[src/hw/rtl/tccs_pkg.sv]
// ----------------------------------------------------------------------------
// tccs_pkg
// Types and fixed constants of the text console engine: command codes,
// control characters, transfer payloads and the queue entry.
// ----------------------------------------------------------------------------
package tccs_pkg;

   // widest cursor fields over the supported screen sizes
   localparam int MAX_ROW_W   = 6;
   localparam int MAX_COL_W   = 8;
   localparam int POS_W       = 11;
   localparam int QUEUE_DEPTH = 4;
   localparam int QUEUE_PTR_W = 2;

   localparam logic [7:0]  RESET_ATTR   = 8'h0F;
   localparam logic [15:0] RESET_CELL   = 16'h0F00;
   localparam logic [7:0]  BLANK_CHAR   = 8'h00;
   localparam logic [7:0]  CH_NEWLINE   = 8'd10;
   localparam logic [7:0]  CH_RETURN    = 8'd13;
   localparam logic [7:0]  CH_BACKSPACE = 8'd8;

   typedef enum logic [1:0] {
      CMD_PUT   = 2'd0,
      CMD_CLEAR = 2'd1,
      CMD_SET   = 2'd2,
      CMD_READ  = 2'd3
   } cmd_type;

   typedef struct packed {
      cmd_type    cmd;
      logic [7:0] char_code;
      logic [6:0] col;
      logic [4:0] row;
   } req_type;

   typedef struct packed {
      logic [POS_W-1:0] cursor_position;
      logic [15:0]      cell_data;
   } rsp_type;

   // one classified command, handed from the front to the back
   typedef struct packed {
      logic                 write_en;
      logic                 read_en;
      logic                 scroll;
      logic                 clear;
      logic [7:0]           attr;
      logic [15:0]          wdata;
      logic [MAX_ROW_W-1:0] acc_row;
      logic [MAX_COL_W-1:0] acc_col;
      logic [MAX_ROW_W-1:0] cur_row;
      logic [MAX_COL_W-1:0] cur_col;
   } entry_type;

endpackage

[src/hw/rtl/tccs_queue.sv]
// ----------------------------------------------------------------------------
// tccs_queue
// Short first-in first-out queue of classified commands between the
// cursor tracker and the screen engine.
// ----------------------------------------------------------------------------
module tccs_queue (
   input  logic                clock,
   input  logic                reset,
   input  logic                push,
   input  tccs_pkg::entry_type push_entry,
   output logic                full,
   input  logic                pop,
   output logic                valid,
   output tccs_pkg::entry_type pop_entry
);

   localparam int CNT_W = tccs_pkg::QUEUE_PTR_W + 1;

   tccs_pkg::entry_type                  slot_ff [tccs_pkg::QUEUE_DEPTH];
   logic [tccs_pkg::QUEUE_PTR_W-1:0]     wr_ptr_ff, rd_ptr_ff;
   logic [CNT_W-1:0]                     count_ff, count_in;

   assign full      = (count_ff == CNT_W'(tccs_pkg::QUEUE_DEPTH));
   assign valid     = (count_ff != '0);
   assign pop_entry = slot_ff[rd_ptr_ff];

   always_comb begin
      count_in = count_ff;
      if (push && !pop) begin
         count_in = count_ff + 1'b1;
      end else if (pop && !push) begin
         count_in = count_ff - 1'b1;
      end
   end

   // move pointers and count
   always_ff @(posedge clock) begin
      if (reset) begin
         wr_ptr_ff <= '0;
         rd_ptr_ff <= '0;
         count_ff  <= '0;
      end else begin
         if (push) begin
            wr_ptr_ff <= wr_ptr_ff + 1'b1;
         end
         if (pop) begin
            rd_ptr_ff <= rd_ptr_ff + 1'b1;
         end
         count_ff <= count_in;
      end
   end

   // hold the entries
   always_ff @(posedge clock) begin
      if (push) begin
         slot_ff[wr_ptr_ff] <= push_entry;
      end
   end

endmodule

[config.mk]
export PLATFORM = sky130hd
export DESIGN_NAME = tccs_queue
export DESIGN_NICKNAME = d
export VERILOG_FILES = /design/src/hw/rtl/tccs_pkg.sv /design/src/hw/rtl/tccs_queue.sv
export SDC_FILE = /design/constraint.sdc
export NUM_CORES = 1
export LEC_CHECK = 0
export CAP_MARGIN = 20
export CORE_MARGIN = 2
export CORE_UTILIZATION = 52
export CTS_BUF_LIST = sky130_fd_sc_hd__clkbuf_16
export DETAILED_ROUTE_END_ITERATION = 6
export DONT_BUFFER_PORTS = 1
export PLACE_DENSITY = 0.67
export SETUP_SLACK_MARGIN = 0.05
export SYNTH_ARGS = -nofsm -noshare
export SYNTH_HDL_FRONTEND = slang
export SYNTH_SLANG_ARGS = --single-unit
export TNS_END_PERCENT = 50
[constraint.sdc]
create_clock -name clock -period 4.45 [get_ports clock]
set_clock_uncertainty 0.15 [all_clocks]
set_input_delay 0.89 -clock clock [delete_from_list [all_inputs] [get_ports clock]]
set_output_delay 0.89 -clock clock [all_outputs]
set_load 0.005 [all_outputs]
# Word level (Yosys, flattened, before mapping)

Memory sizes are Yosys's and may differ from the RTL's. A register that Yosys moved wholly into a read port is not among the register bits.
Index checks and enable logic that the tools add are counted.

Add/subtract/negate cells: 4
Eq/ne operators: 1
Multiplexer cells: 6
Reduce and logical (&&, ||, !) cells: 6

Operators with widths:

| kind                                                                | number |
|---|---|
| 3-bit two-way mux                                                   | 2 |
| 2-bit by 1-bit adder with 2-bit output (second input constant)      | 2 |
| 2-bit two-way mux                                                   | 2 |
| 3-bit by 1-bit adder with 3-bit output (second input constant)      | 1 |
| 3-bit equality test (second input constant)                         | 1 |
| 3-bit nonzero test                                                  | 1 |
| 3-bit by 1-bit subtractor with 3-bit output (second input constant) | 1 |
| 1-bit logical AND                                                   | 2 |
| 1-bit logical NOT                                                   | 2 |
| 1-bit two-way mux                                                   | 2 |
| 2-bit nonzero test                                                  | 1 |

Register bits: 7
Bits in writable memories: 224
Input port bits: 60
Output and inout port bits: 58
Word-level logic and storage cells: 21
Memories: 1

Memory list:

| memory  | words | width | read ports | clocked after memory_dff | write ports | line             | text |
|---|---|---|---|---|---|---|---|
| slot_ff | 4     | 56    | 1          | 1                        | 1           | tccs_queue.sv:19 | `tccs_pkg::entry_type slot_ff [tccs_pkg::QUEUE_DEPTH];` |

# Logic depth before layout (Yosys ltp)

Word-level depth: 4
Depth in mapped cells: 7

# Worst setup path before layout

No wires, ideal clock.

Path kind: input to register
From: input port push
To: memory slot_ff[0][0] (netlist bit) (enable)
Arrival: 2218 ps
Data required time: 3881 ps
Path slack: 1662 ps
Stages: 1
Buffers on the path: 0
Path through: and2_1

Word-level cells in the longest chain between the ends: 2

RTL lines:

| element                                 | line             | text |
|---|---|---|
| start, declared                         | tccs_queue.sv:9  | `input logic push,` |
| 1-bit two-way mux                       | tccs_queue.sv:55 | `if (push) begin` |
| 1-bit two-way mux (implied by the code) | tccs_queue.sv:56 | `slot_ff[wr_ptr_ff] <= push_entry;` |
| end, declared                           | tccs_queue.sv:19 |  |

No other way between the ends.

==> reports/metrics.yaml <==
cts_tree: "built"
internal_power_mw: 3.667
cts_resized: 0
chipHeight_um: 132.2
fin_crit_ps: 3175
via_per_inst: 5.800
pwr-share-clk_pct: 37.9
post_cts_buffers: 0
grt_pass1_wl_um: 21890
start_util_pct: 53.41
num_rows: 46
cts-root-buf: "clkbuf_16"
crit_chain: "buf_4, mux4_2"
drive_above_1_share_pct: 25.47
drtIter0Drc: 307
critical_path_class: "reg2out"
clk_pin_slew_ps: 60
maxCapViolCount: 0
swShare_pct: 20.38
finalSetupViolations: 0
grt_start_max_net_pins: 57
hold_path_class: "in2reg"
power_density_nw_per_um2: 488.0
antenna_found_initial: 0
syn_inst: 336
layout_commonest_cell: "edfxtp_1"
dpl_cell_area_um2: 8741
cp.required_ps: 3410
place_congestion: 0.6910
crit_path_start_kind: "flop"
p_leak_nw: 2.971
synth-seq-cells: 233
io_buffers: 0
pwr-share-comb_pct: 6.4
switching_power_mw: 0.9387
die_area_um2: 17480
top_level_ports: 118
crit_fanout: 25
timing.critical_path.buf_inv: 1
num_vias: 3393
rsz0062_at_grt: "no"
grt.total_usage_pct: 16.68
status: "completed"
synth.distinct_cells: 21
ir_drop_v: 0.0003091
netlist_area_um2: 8546
cts.path.max_buffers: 3
cts_hold_buf: 0
area_growth_pct: 10.44
max_stage_delay_ps: 720
mostFrequentLayoutCells: "edfxtp_1 (224), mux4_2 (56), clkbuf_16 (25)"
syn_area_per_cell_um2: 25.43
detail_route.wl_per_cell_um: 24.51
dr.pass1.iters: 4
p_seq_share_pct: 55.7
max_clock_freq_mhz: 315.0
hpwl_um: 8222
clock_latency_ps: 490
finalNetCount: 419
grt_pass1_vias: 3725
overflow: 0
cts_sinks: 233
die_x_um: 132.2
tightest_slew_ps: 870.3
cp-end-kind: "output port"
detail-route-antenna-nets: 0
slowest_stage: "dfxtp_2"
slew_headroom_pct: 41.98
seq_area_frac_synth_pct: 80.82
ys_warn_count: 0
htreeDepth: 1
fin_tns_setup_ps: 0
worstPathArrival_ps: 2130
diodes: 0
drt-total-wl_um: 14340
coreArea_um2: 16000
hp-start: "reset"
postLayoutCellArea_um2: 9438
syn_nets: 402
period_share_pct: 71.34
drc: 0
hold_viol_final: 0
crit_family: "flip-flops"
r2r-start: "wr_ptr_ff[0]"
drv_slew: 0
numCtsBuffers: 24
-- flip-flops by register name, summed over array words and instances (netlist names), named ones only --
register and flops:
slot_ff 224, count_ff 3, rd_ptr_ff 2, wr_ptr_ff 2
-- worst register-to-register path: stages, from the launching register on --
cell and delay [ps]:
dfxtp_1 410, ha_1 180, and2_2 350, buf_4 630
-- stage by stage --
stage | instances | setup WS [ps] | power [mW] | hold slack, ps | utilization (%)
floorplan | 336 | 1662 | 2.849 | 311.4 | -
global placement | 543 | 1764 | 2.904 | 324.3 | 54.63
detailed placement | 543 | 1767 | 2.918 | 330.4 | 54.63
CTS | 585 | 1228 | 4.664 | 283.4 | 58.99
global route | 585 | 1195 | 4.759 | 284.3 | 58.99
finish | 585 | 1276 | 4.606 | 303.0 | 58.99
-- cell families after synthesis --
group / Yosys count / share of synthesized area (%)
flops: 233 / 80.82
mux: 58 / 14.99
buf+inv: 17 / 1.713
simple gates: 15 / 0.8785
fa+ha+maj: 6 / 0.9663
xor+xnor: 5 / 0.5125
compound gates: 2 / 0.1170
-- power by group through the flow --
stage / clock network (mW) / logic (mW) / registers (mW)
after floorplan: 0 / 0.261 / 2.59
final: 1.75 / 0.294 / 2.57
after CTS: 1.79 / 0.305 / 2.57
after detailed placement: 0 / 0.304 / 2.61
after global placement: 0 / 0.298 / 2.61
after global routing: 1.86 / 0.319 / 2.58
-- synthesized netlist by cell type --
| library cell | instances | area share, % |
|---|---|---|
| nor2_1 | 7 | 0.31 |
| buf_6 | 1 | 0.13 |
| edfxtp_1 | 224 | 79 |
| buf_12 | 4 | 0.94 |
| dfxtp_1 | 9 | 2.1 |
| buf_2 | 5 | 0.29 |
| mux4_2 | 56 | 15 |
| fa_1 | 1 | 0.23 |
| nand2_1 | 1 | 0.044 |
| or3_1 | 2 | 0.15 |
| clkbuf_1 | 2 | 0.088 |
| nor3b_1 | 1 | 0.088 |
| and2_1 | 4 | 0.29 |
| mux2i_1 | 2 | 0.23 |
| xnor2_1 | 2 | 0.21 |
| o21ai_0 | 1 | 0.059 |
| a21oi_1 | 1 | 0.059 |
| xor2_1 | 3 | 0.31 |
| buf_4 | 1 | 0.088 |
| ha_1 | 5 | 0.73 |
| inv_1 | 4 | 0.18 |
-- per-layer routing --
metal | up-vias | track usage, % | wire length (um)
li1 | 1456 | - | -
met1 | 1794 | 19.98 | 5538
met2 | 120 | 28.82 | 7349
met3 | 23 | 6.151 | 1191
met4 | 0 | 4.361 | 262
met5 | - | 0 | 0
-- path summary, 6_finish.rpt --
check                         to  depth (start not counted)  slack [ps]
setup / recovery   pop_entry[51]                          2        1280
hold / removal       count_ff[2]                          1         300
setup reg to reg  slot_ff[1][13]                          3        2310
hold reg to reg      count_ff[2]                          2         340
-- area by class of cell --
cell class	count	area (um2)
inverters	4	15.01
clock buffers	25	625.6
flip-flops and latches	233	6912
clock inverters	17	71.32
multi-input cells	86	1501
well taps	216	270.3
repair buffers	4	42.54
fillers	1156	6563
No activity file was read; power rests on OpenSTA's default activity.
