<file path="config.mk">
export PLATFORM = sky130hd
export DESIGN_NAME = tccs_front
export DESIGN_NICKNAME = d
export VERILOG_FILES = /design/src/hw/rtl/tccs_pkg.sv /design/src/hw/rtl/tccs_front.sv
export SDC_FILE = /design/constraint.sdc
export NUM_CORES = 1
export LEC_CHECK = 0
export BUFFER_PORTS_ARGS = -buffer_cell sky130_fd_sc_hd__buf_2
export CORE_ASPECT_RATIO = 2
export CORE_MARGIN = 5
export CORE_UTILIZATION = 45
export CTS_BUF_LIST = sky130_fd_sc_hd__clkbuf_4 sky130_fd_sc_hd__clkbuf_8
export DETAILED_ROUTE_END_ITERATION = 10
export HOLD_SLACK_MARGIN = 0.12
export PLACE_DENSITY = 0.81
export SYNTH_ARGS = -nofsm -noshare
export SYNTH_HDL_FRONTEND = slang
export SYNTH_SLANG_ARGS = --single-unit
export TNS_END_PERCENT = 100
</file>
<file path="constraint.sdc">
create_clock -name clock -period 5.85 [get_ports clock]
set_input_delay 0.585 -clock clock [delete_from_list [all_inputs] [get_ports clock]]
set_output_delay 0.585 -clock clock [all_outputs]
set_load 0.005 [all_outputs]
</file>
<file path="src/hw/rtl/tccs_pkg.sv">
// ----------------------------------------------------------------------------
// tccs_pkg
// Types and fixed constants of the text console engine: command codes,
// control characters, transfer payloads and the queue entry.
// ----------------------------------------------------------------------------
package tccs_pkg;

   // widest cursor fields over the supported screen sizes
   localparam int MAX_ROW_W   = 6;
   localparam int MAX_COL_W   = 8;
   localparam int POS_W       = 11;
   localparam int QUEUE_DEPTH = 4;
   localparam int QUEUE_PTR_W = 2;

   localparam logic [7:0]  RESET_ATTR   = 8'h0F;
   localparam logic [15:0] RESET_CELL   = 16'h0F00;
   localparam logic [7:0]  BLANK_CHAR   = 8'h00;
   localparam logic [7:0]  CH_NEWLINE   = 8'd10;
   localparam logic [7:0]  CH_RETURN    = 8'd13;
   localparam logic [7:0]  CH_BACKSPACE = 8'd8;

   typedef enum logic [1:0] {
      CMD_PUT   = 2'd0,
      CMD_CLEAR = 2'd1,
      CMD_SET   = 2'd2,
      CMD_READ  = 2'd3
   } cmd_type;

   typedef struct packed {
      cmd_type    cmd;
      logic [7:0] char_code;
      logic [6:0] col;
      logic [4:0] row;
   } req_type;

   typedef struct packed {
      logic [POS_W-1:0] cursor_position;
      logic [15:0]      cell_data;
   } rsp_type;

   // one classified command, handed from the front to the back
   typedef struct packed {
      logic                 write_en;
      logic                 read_en;
      logic                 scroll;
      logic                 clear;
      logic [7:0]           attr;
      logic [15:0]          wdata;
      logic [MAX_ROW_W-1:0] acc_row;
      logic [MAX_COL_W-1:0] acc_col;
      logic [MAX_ROW_W-1:0] cur_row;
      logic [MAX_COL_W-1:0] cur_col;
   } entry_type;

endpackage

</file>
<file path="src/hw/rtl/tccs_front.sv">
// ----------------------------------------------------------------------------
// tccs_front
// Cursor tracker: takes each command, updates the cursor and turns the
// command into one queue entry (cell write, read, scroll, clear).
// ----------------------------------------------------------------------------
module tccs_front #(
   parameter int COLUMNS = 80,
   parameter int ROWS    = 25
) (
   input  logic                clock,
   input  logic                reset,
   input  logic                accept,
   input  tccs_pkg::req_type   req,
   input  logic [7:0]          attr,
   output tccs_pkg::entry_type entry
);

   localparam int COL_W = (COLUMNS > 1) ? $clog2(COLUMNS) : 1;
   localparam int ROW_W = (ROWS > 1) ? $clog2(ROWS) : 1;

   logic [COL_W-1:0] col_ff, col_in;
   logic [ROW_W-1:0] row_ff, row_in;
   logic             row_step;

   // classify the command and work out the next cursor
   always_comb begin
      col_in   = col_ff;
      row_in   = row_ff;
      row_step = 1'b0;
      entry    = '0;
      entry.attr = attr;
      unique case (req.cmd)
         tccs_pkg::CMD_PUT: begin
            priority if (req.char_code == tccs_pkg::CH_NEWLINE) begin
               col_in   = '0;
               row_step = 1'b1;
            end else if (req.char_code == tccs_pkg::CH_RETURN) begin
               col_in = '0;
            end else if (req.char_code == tccs_pkg::CH_BACKSPACE) begin
               if (col_ff != '0) begin
                  col_in         = col_ff - 1'b1;
                  entry.write_en = 1'b1;
                  entry.wdata    = {attr, tccs_pkg::BLANK_CHAR};
                  entry.acc_col  = tccs_pkg::MAX_COL_W'(col_ff - 1'b1);
                  entry.acc_row  = tccs_pkg::MAX_ROW_W'(row_ff);
               end
            end else begin
               entry.write_en = 1'b1;
               entry.wdata    = {attr, req.char_code};
               entry.acc_col  = tccs_pkg::MAX_COL_W'(col_ff);
               entry.acc_row  = tccs_pkg::MAX_ROW_W'(row_ff);
               if (col_ff == COL_W'(COLUMNS - 1)) begin
                  col_in   = '0;
                  row_step = 1'b1;
               end else begin
                  col_in = col_ff + 1'b1;
               end
            end
            // past the last row: scroll and stay on it
            if (row_step) begin
               if (row_ff == ROW_W'(ROWS - 1)) begin
                  entry.scroll = 1'b1;
               end else begin
                  row_in = row_ff + 1'b1;
               end
            end
         end
         tccs_pkg::CMD_CLEAR: begin
            entry.clear = 1'b1;
            col_in      = '0;
            row_in      = '0;
         end
         tccs_pkg::CMD_SET: begin
            col_in = (int'(req.col) < COLUMNS) ? COL_W'(req.col) : COL_W'(COLUMNS - 1);
            row_in = (int'(req.row) < ROWS) ? ROW_W'(req.row) : ROW_W'(ROWS - 1);
         end
         tccs_pkg::CMD_READ: begin
            if (int'(req.col) < COLUMNS && int'(req.row) < ROWS) begin
               entry.read_en = 1'b1;
               entry.acc_col = tccs_pkg::MAX_COL_W'(req.col);
               entry.acc_row = tccs_pkg::MAX_ROW_W'(req.row);
            end
         end
         default: begin
         end
      endcase
      entry.cur_col = tccs_pkg::MAX_COL_W'(col_in);
      entry.cur_row = tccs_pkg::MAX_ROW_W'(row_in);
   end

   // advance the cursor on each accepted command
   always_ff @(posedge clock) begin
      if (reset) begin
         col_ff <= '0;
         row_ff <= '0;
      end else if (accept) begin
         col_ff <= col_in;
         row_ff <= row_in;
      end
   end

endmodule

</file>
* Word level (Yosys, flattened, before mapping) *
Index checks and enable logic that the tools add are counted.

storage, ports and cells
  logic and storage cells = 53
  output and inout port bits = 56
  flip-flop bits (word level) = 12
  bits of input ports = 33

operators by class
  muxes and demuxes = 34
  $lt $le $gt $ge = 2
  add/sub/neg operators = 4
  equal/unequal tests = 8
  reduce and logical (&&, ||, !) cells = 3

operators with widths
  kind                                                                   count
  30-bit two-way mux                                                     4
  7-bit two-way mux                                                      6
  14-bit case mux with 2 select lines                                    1
  8-bit by 4-bit equality test with 1-bit output, second input constant  3
  7-bit case mux with 3 select lines                                     1
  1-bit two-way mux                                                      16
  16-bit two-way mux                                                     1
  5-bit two-way mux                                                      3
  5-bit case mux with 3 select lines                                     1
  13-bit two-way mux                                                     1
  7-bit by 1-bit subtractor with 8-bit output, second input constant     1
  7-bit by 1-bit adder with 7-bit output, second input constant          1
  7-bit equality test, second input constant                             1
  7-bit < comparator, second input constant                              1
  7-bit nonzero test                                                     1
  7-bit by 1-bit subtractor with 7-bit output, second input constant     1
  5-bit by 1-bit adder with 5-bit output, second input constant          1
  5-bit equality test, second input constant                             1
  5-bit < comparator, second input constant                              1
  2-bit equality test, second input constant                             2
  2-bit by 1-bit equality test with 1-bit output, second input constant  1
  2-bit logical NOT                                                      1
  1-bit logical AND                                                      1

* Depth between registers and ports, before layout *
  depth after elaboration = 8
  gate-level depth with buffers = 9
  depth with buffers taken out = 8

* Worst setup path before layout *
OpenSTA, ideal clock, no wires.

  path kind = in2out
  start point = input req[14] (netlist bit)
  end point = output entry[11] (netlist bit)
  arrival time = 2.290 ns
  stages on the path = 7
  setup slack = 2.975 ns
  data required time = 5.265 ns
  path buffers = 1
  path through = or4b_4 or3_1 a21o_1 or2_1 buf_6 o31ai_1 o21ai_1

RTL lines
  element          RTL line          source
  start, declared  tccs_front.sv:13  input tccs_pkg::req_type req,
  end, declared    tccs_front.sv:15  output tccs_pkg::entry_type entry

==> out/results.txt <==
status: complete, no violations
die area: 0.00593 sq mm
starting density of the core: 45.8%
pwr/cell area: 132 mW/mm^2
CTS clock-pin slew for the worst setup and hold paths: 60 ps
LEAKAGE: 1.06 nW
initial antenna violation count: 0
Worst setup EP type: output port
n_diodes: 0
vias in the first global route: 2435
Max-Cap Viols: 0
Final TNS setup: 0 ps
sequential area share after synthesis: 12.1%
total CTS buffers: 3
Die H: 104 um
fraction of layout cells with a size suffix above 1: 28.1%
Post-Syn Instances: 299
Post-synth EDFFs: 0
worst path cell trace: buf_2 -> or4b_4 -> or3_1 -> a21o_1 -> or2_1 -> o31ai_1 -> o21ai_1 -> buf_2
VDD IR-drop max: 116 uV
Final Setup Violations: 0
IO buf count: 85
Setup CP Type: input pin to output port
Yosys reg bits: 12
drt initial violations: 160
min cycle time layout: 3310 ps
Area Growth Syn to Fin: 20.2%
Clock Sinks: 12
Final Hold Fails: 0
Core Area: 0.00434 sq mm
post_cts resized: 0
global route overflow: 0
DRT Pass-1 Iters: 5
first-pass GRT wire length: 11300 um
Die W: 57.0 um
Post-synth ARST share: 0%
Synth cell types: 66
normalized max-slew margin: 29.5%
Sequential Area: 240 sq um
routed wire length: 6820 um
critical-path cell with the highest stage delay: or4b_4
gpl congestion: 0.975
# hold bufs at CTS: 0
CP Launch Type: input pin
Total GRT Usage: 23.2%
clk_skew: 6.29 ps
Max FO, Critical Path: 8
most frequent cells in the layout: 85 x buf_2, 35 x nor2_1, 21 x nand2_1, 21 x o21ai_0, 16 x and2_1
post-CTS setup buffer count: 0
Primary FF master, synth: dfxtp_1
crit share post-route: 56.6%
nets: 405
Util after Layout: 55.1%
DR vias: 2538
commonest non-fill, non-tap cell in the layout: buf_2
Antenna Nets Post-Route: 0
Slowest Stage Delay on Critical Path: 560 ps
num ports: 89
latest clock arrival within the worst-skew pair: 260 ps
largest net degree at the start of global routing: 26
Core Rows: 34
Synth Area per Inst: 6.65 sq um
most frequent cell on the critical path: buf_2
post-synthesis cell area: 0.00199 sq mm
post-DP HPWL: 5360 um
Hold/Removal Path Class: flip-flop to flip-flop
fill count: 475
Max clock buf depth: 2
max-slew violations: 0
fmax: 302 MHz
Worst EP required: 5270 ps
Synth Warn #: 0
Wirelength per Cell: 16.5 um
CP arrival: 2720 ps
CTS root buffer: clkbuf_8
# DRC: 0
via/cell ratio: 6.13
Multi-input gate area: 0.00153 sq mm
H-tree Lvls: 1
RSZ-0062 raised after global routing: false
CTS tree: yes
slew at the pin with the worst max-slew slack: 1050 ps
-- kinds of logic (layout without fill, tap and decap cells) --
logic type | Yosys count | after routing | synth area share [%]
flip-flops | 12 | 12 | 12.1
other | 1 | 3 | 0.188
XOR/XNOR | 4 | 4 | 1.76
adder cells (fa/ha/maj) | 11 | 11 | 6.92
AO/OA/AOI/OAI | 100 | 100 | 35.2
buffers and inverters | 47 | 106 | 11.3
multiplexers | 3 | 3 | 1.57
AND/OR/NAND/NOR | 121 | 121 | 31.0
-- worst paths after layout --
kind | cells past startpoint | endpoint | start | slack (ps)
worst min-delay path | 2 | row_ff[0]$_SDFFE_PP0P_ | row_ff[0]$_SDFFE_PP0P_ | 590
worst max register to register | 8 | col_ff[6]$_SDFFE_PP0P_ | col_ff[0]$_SDFFE_PP0P_ | 3480
worst min register to register | 2 | row_ff[0]$_SDFFE_PP0P_ | row_ff[0]$_SDFFE_PP0P_ | 590
worst max-delay path | 8 | entry[11] | req[14] | 2540
-- routing by layer --
| metal | vias to the layer above | routed length [um] | GRT usage [%] |
|---|---|---|---|
| li1 | 1213 | - | - |
| met1 | 1163 | 2360 | 24.1 |
| met2 | 140 | 3780 | 43.5 |
| met3 | 22 | 467 | 2.86 |
| met4 | 0 | 213 | 11.3 |
| met5 | - | 0 | 0 |
-- cells in the mapped netlist (6+ instances only) --
library cell	n	area share [%]
nand3_1	13	3.3
a21oi_1	13	3.3
ha_1	11	6.9
a22oi_1	12	4.5
buf_4	11	4.2
nand2_1	21	4.0
inv_1	14	2.6
clkbuf_1	19	3.6
dfxtp_1	12	12
o21ai_0	21	5.3
nor2_1	35	6.6
and2_1	16	5.0
nor3_1	6	1.5
-- critical path: cells and delay by family --
kind	cells	cell delay [ps]
buffers and inverters	2	280
AOI/OAI and AO/OA	3	600
and+or+nand+nor	3	1240
-- flip-flops by register name, indices dropped and copies added (netlist names) --
signal  cells
col_ff      7
row_ff      5
-- per-stage QoR --
| step | cell area [sq um] | std cells | setup WS [ps] | hold slack, ps | total power, mW |
|---|---|---|---|---|---|
| after floorplan | 2000 | 301 | 2970 | 531 | 0.172 |
| after global placement | 2340 | 410 | 2590 | 582 | 0.216 |
| after detailed placement | 2340 | 410 | 2590 | 583 | 0.218 |
| after CTS | 2390 | 414 | 2560 | 591 | 0.315 |
| after global routing | 2390 | 414 | 2340 | 640 | 0.334 |
| final | 2390 | 414 | 2540 | 591 | 0.316 |
-- area by class of cell --
cell class | count | area share (%)
timing repair buffer | 87 | 18.4
inverter | 15 | 2.35
clock buffer | 4 | 2.30
sequential | 12 | 10.0
tap | 54 | 2.83
multi-input combinational | 242 | 64.1
-- where the power goes --
group / leakage [nW] / switching [mW] / total (mW) / internal [mW]
Clock: 0.0288 / 0.0371 / 0.0969 / 0.0598
Combinational: 0.937 / 0.0712 / 0.122 / 0.0504
Sequential: 0.0982 / 0.0109 / 0.0970 / 0.0861
(Power assumes the default switching activity.)
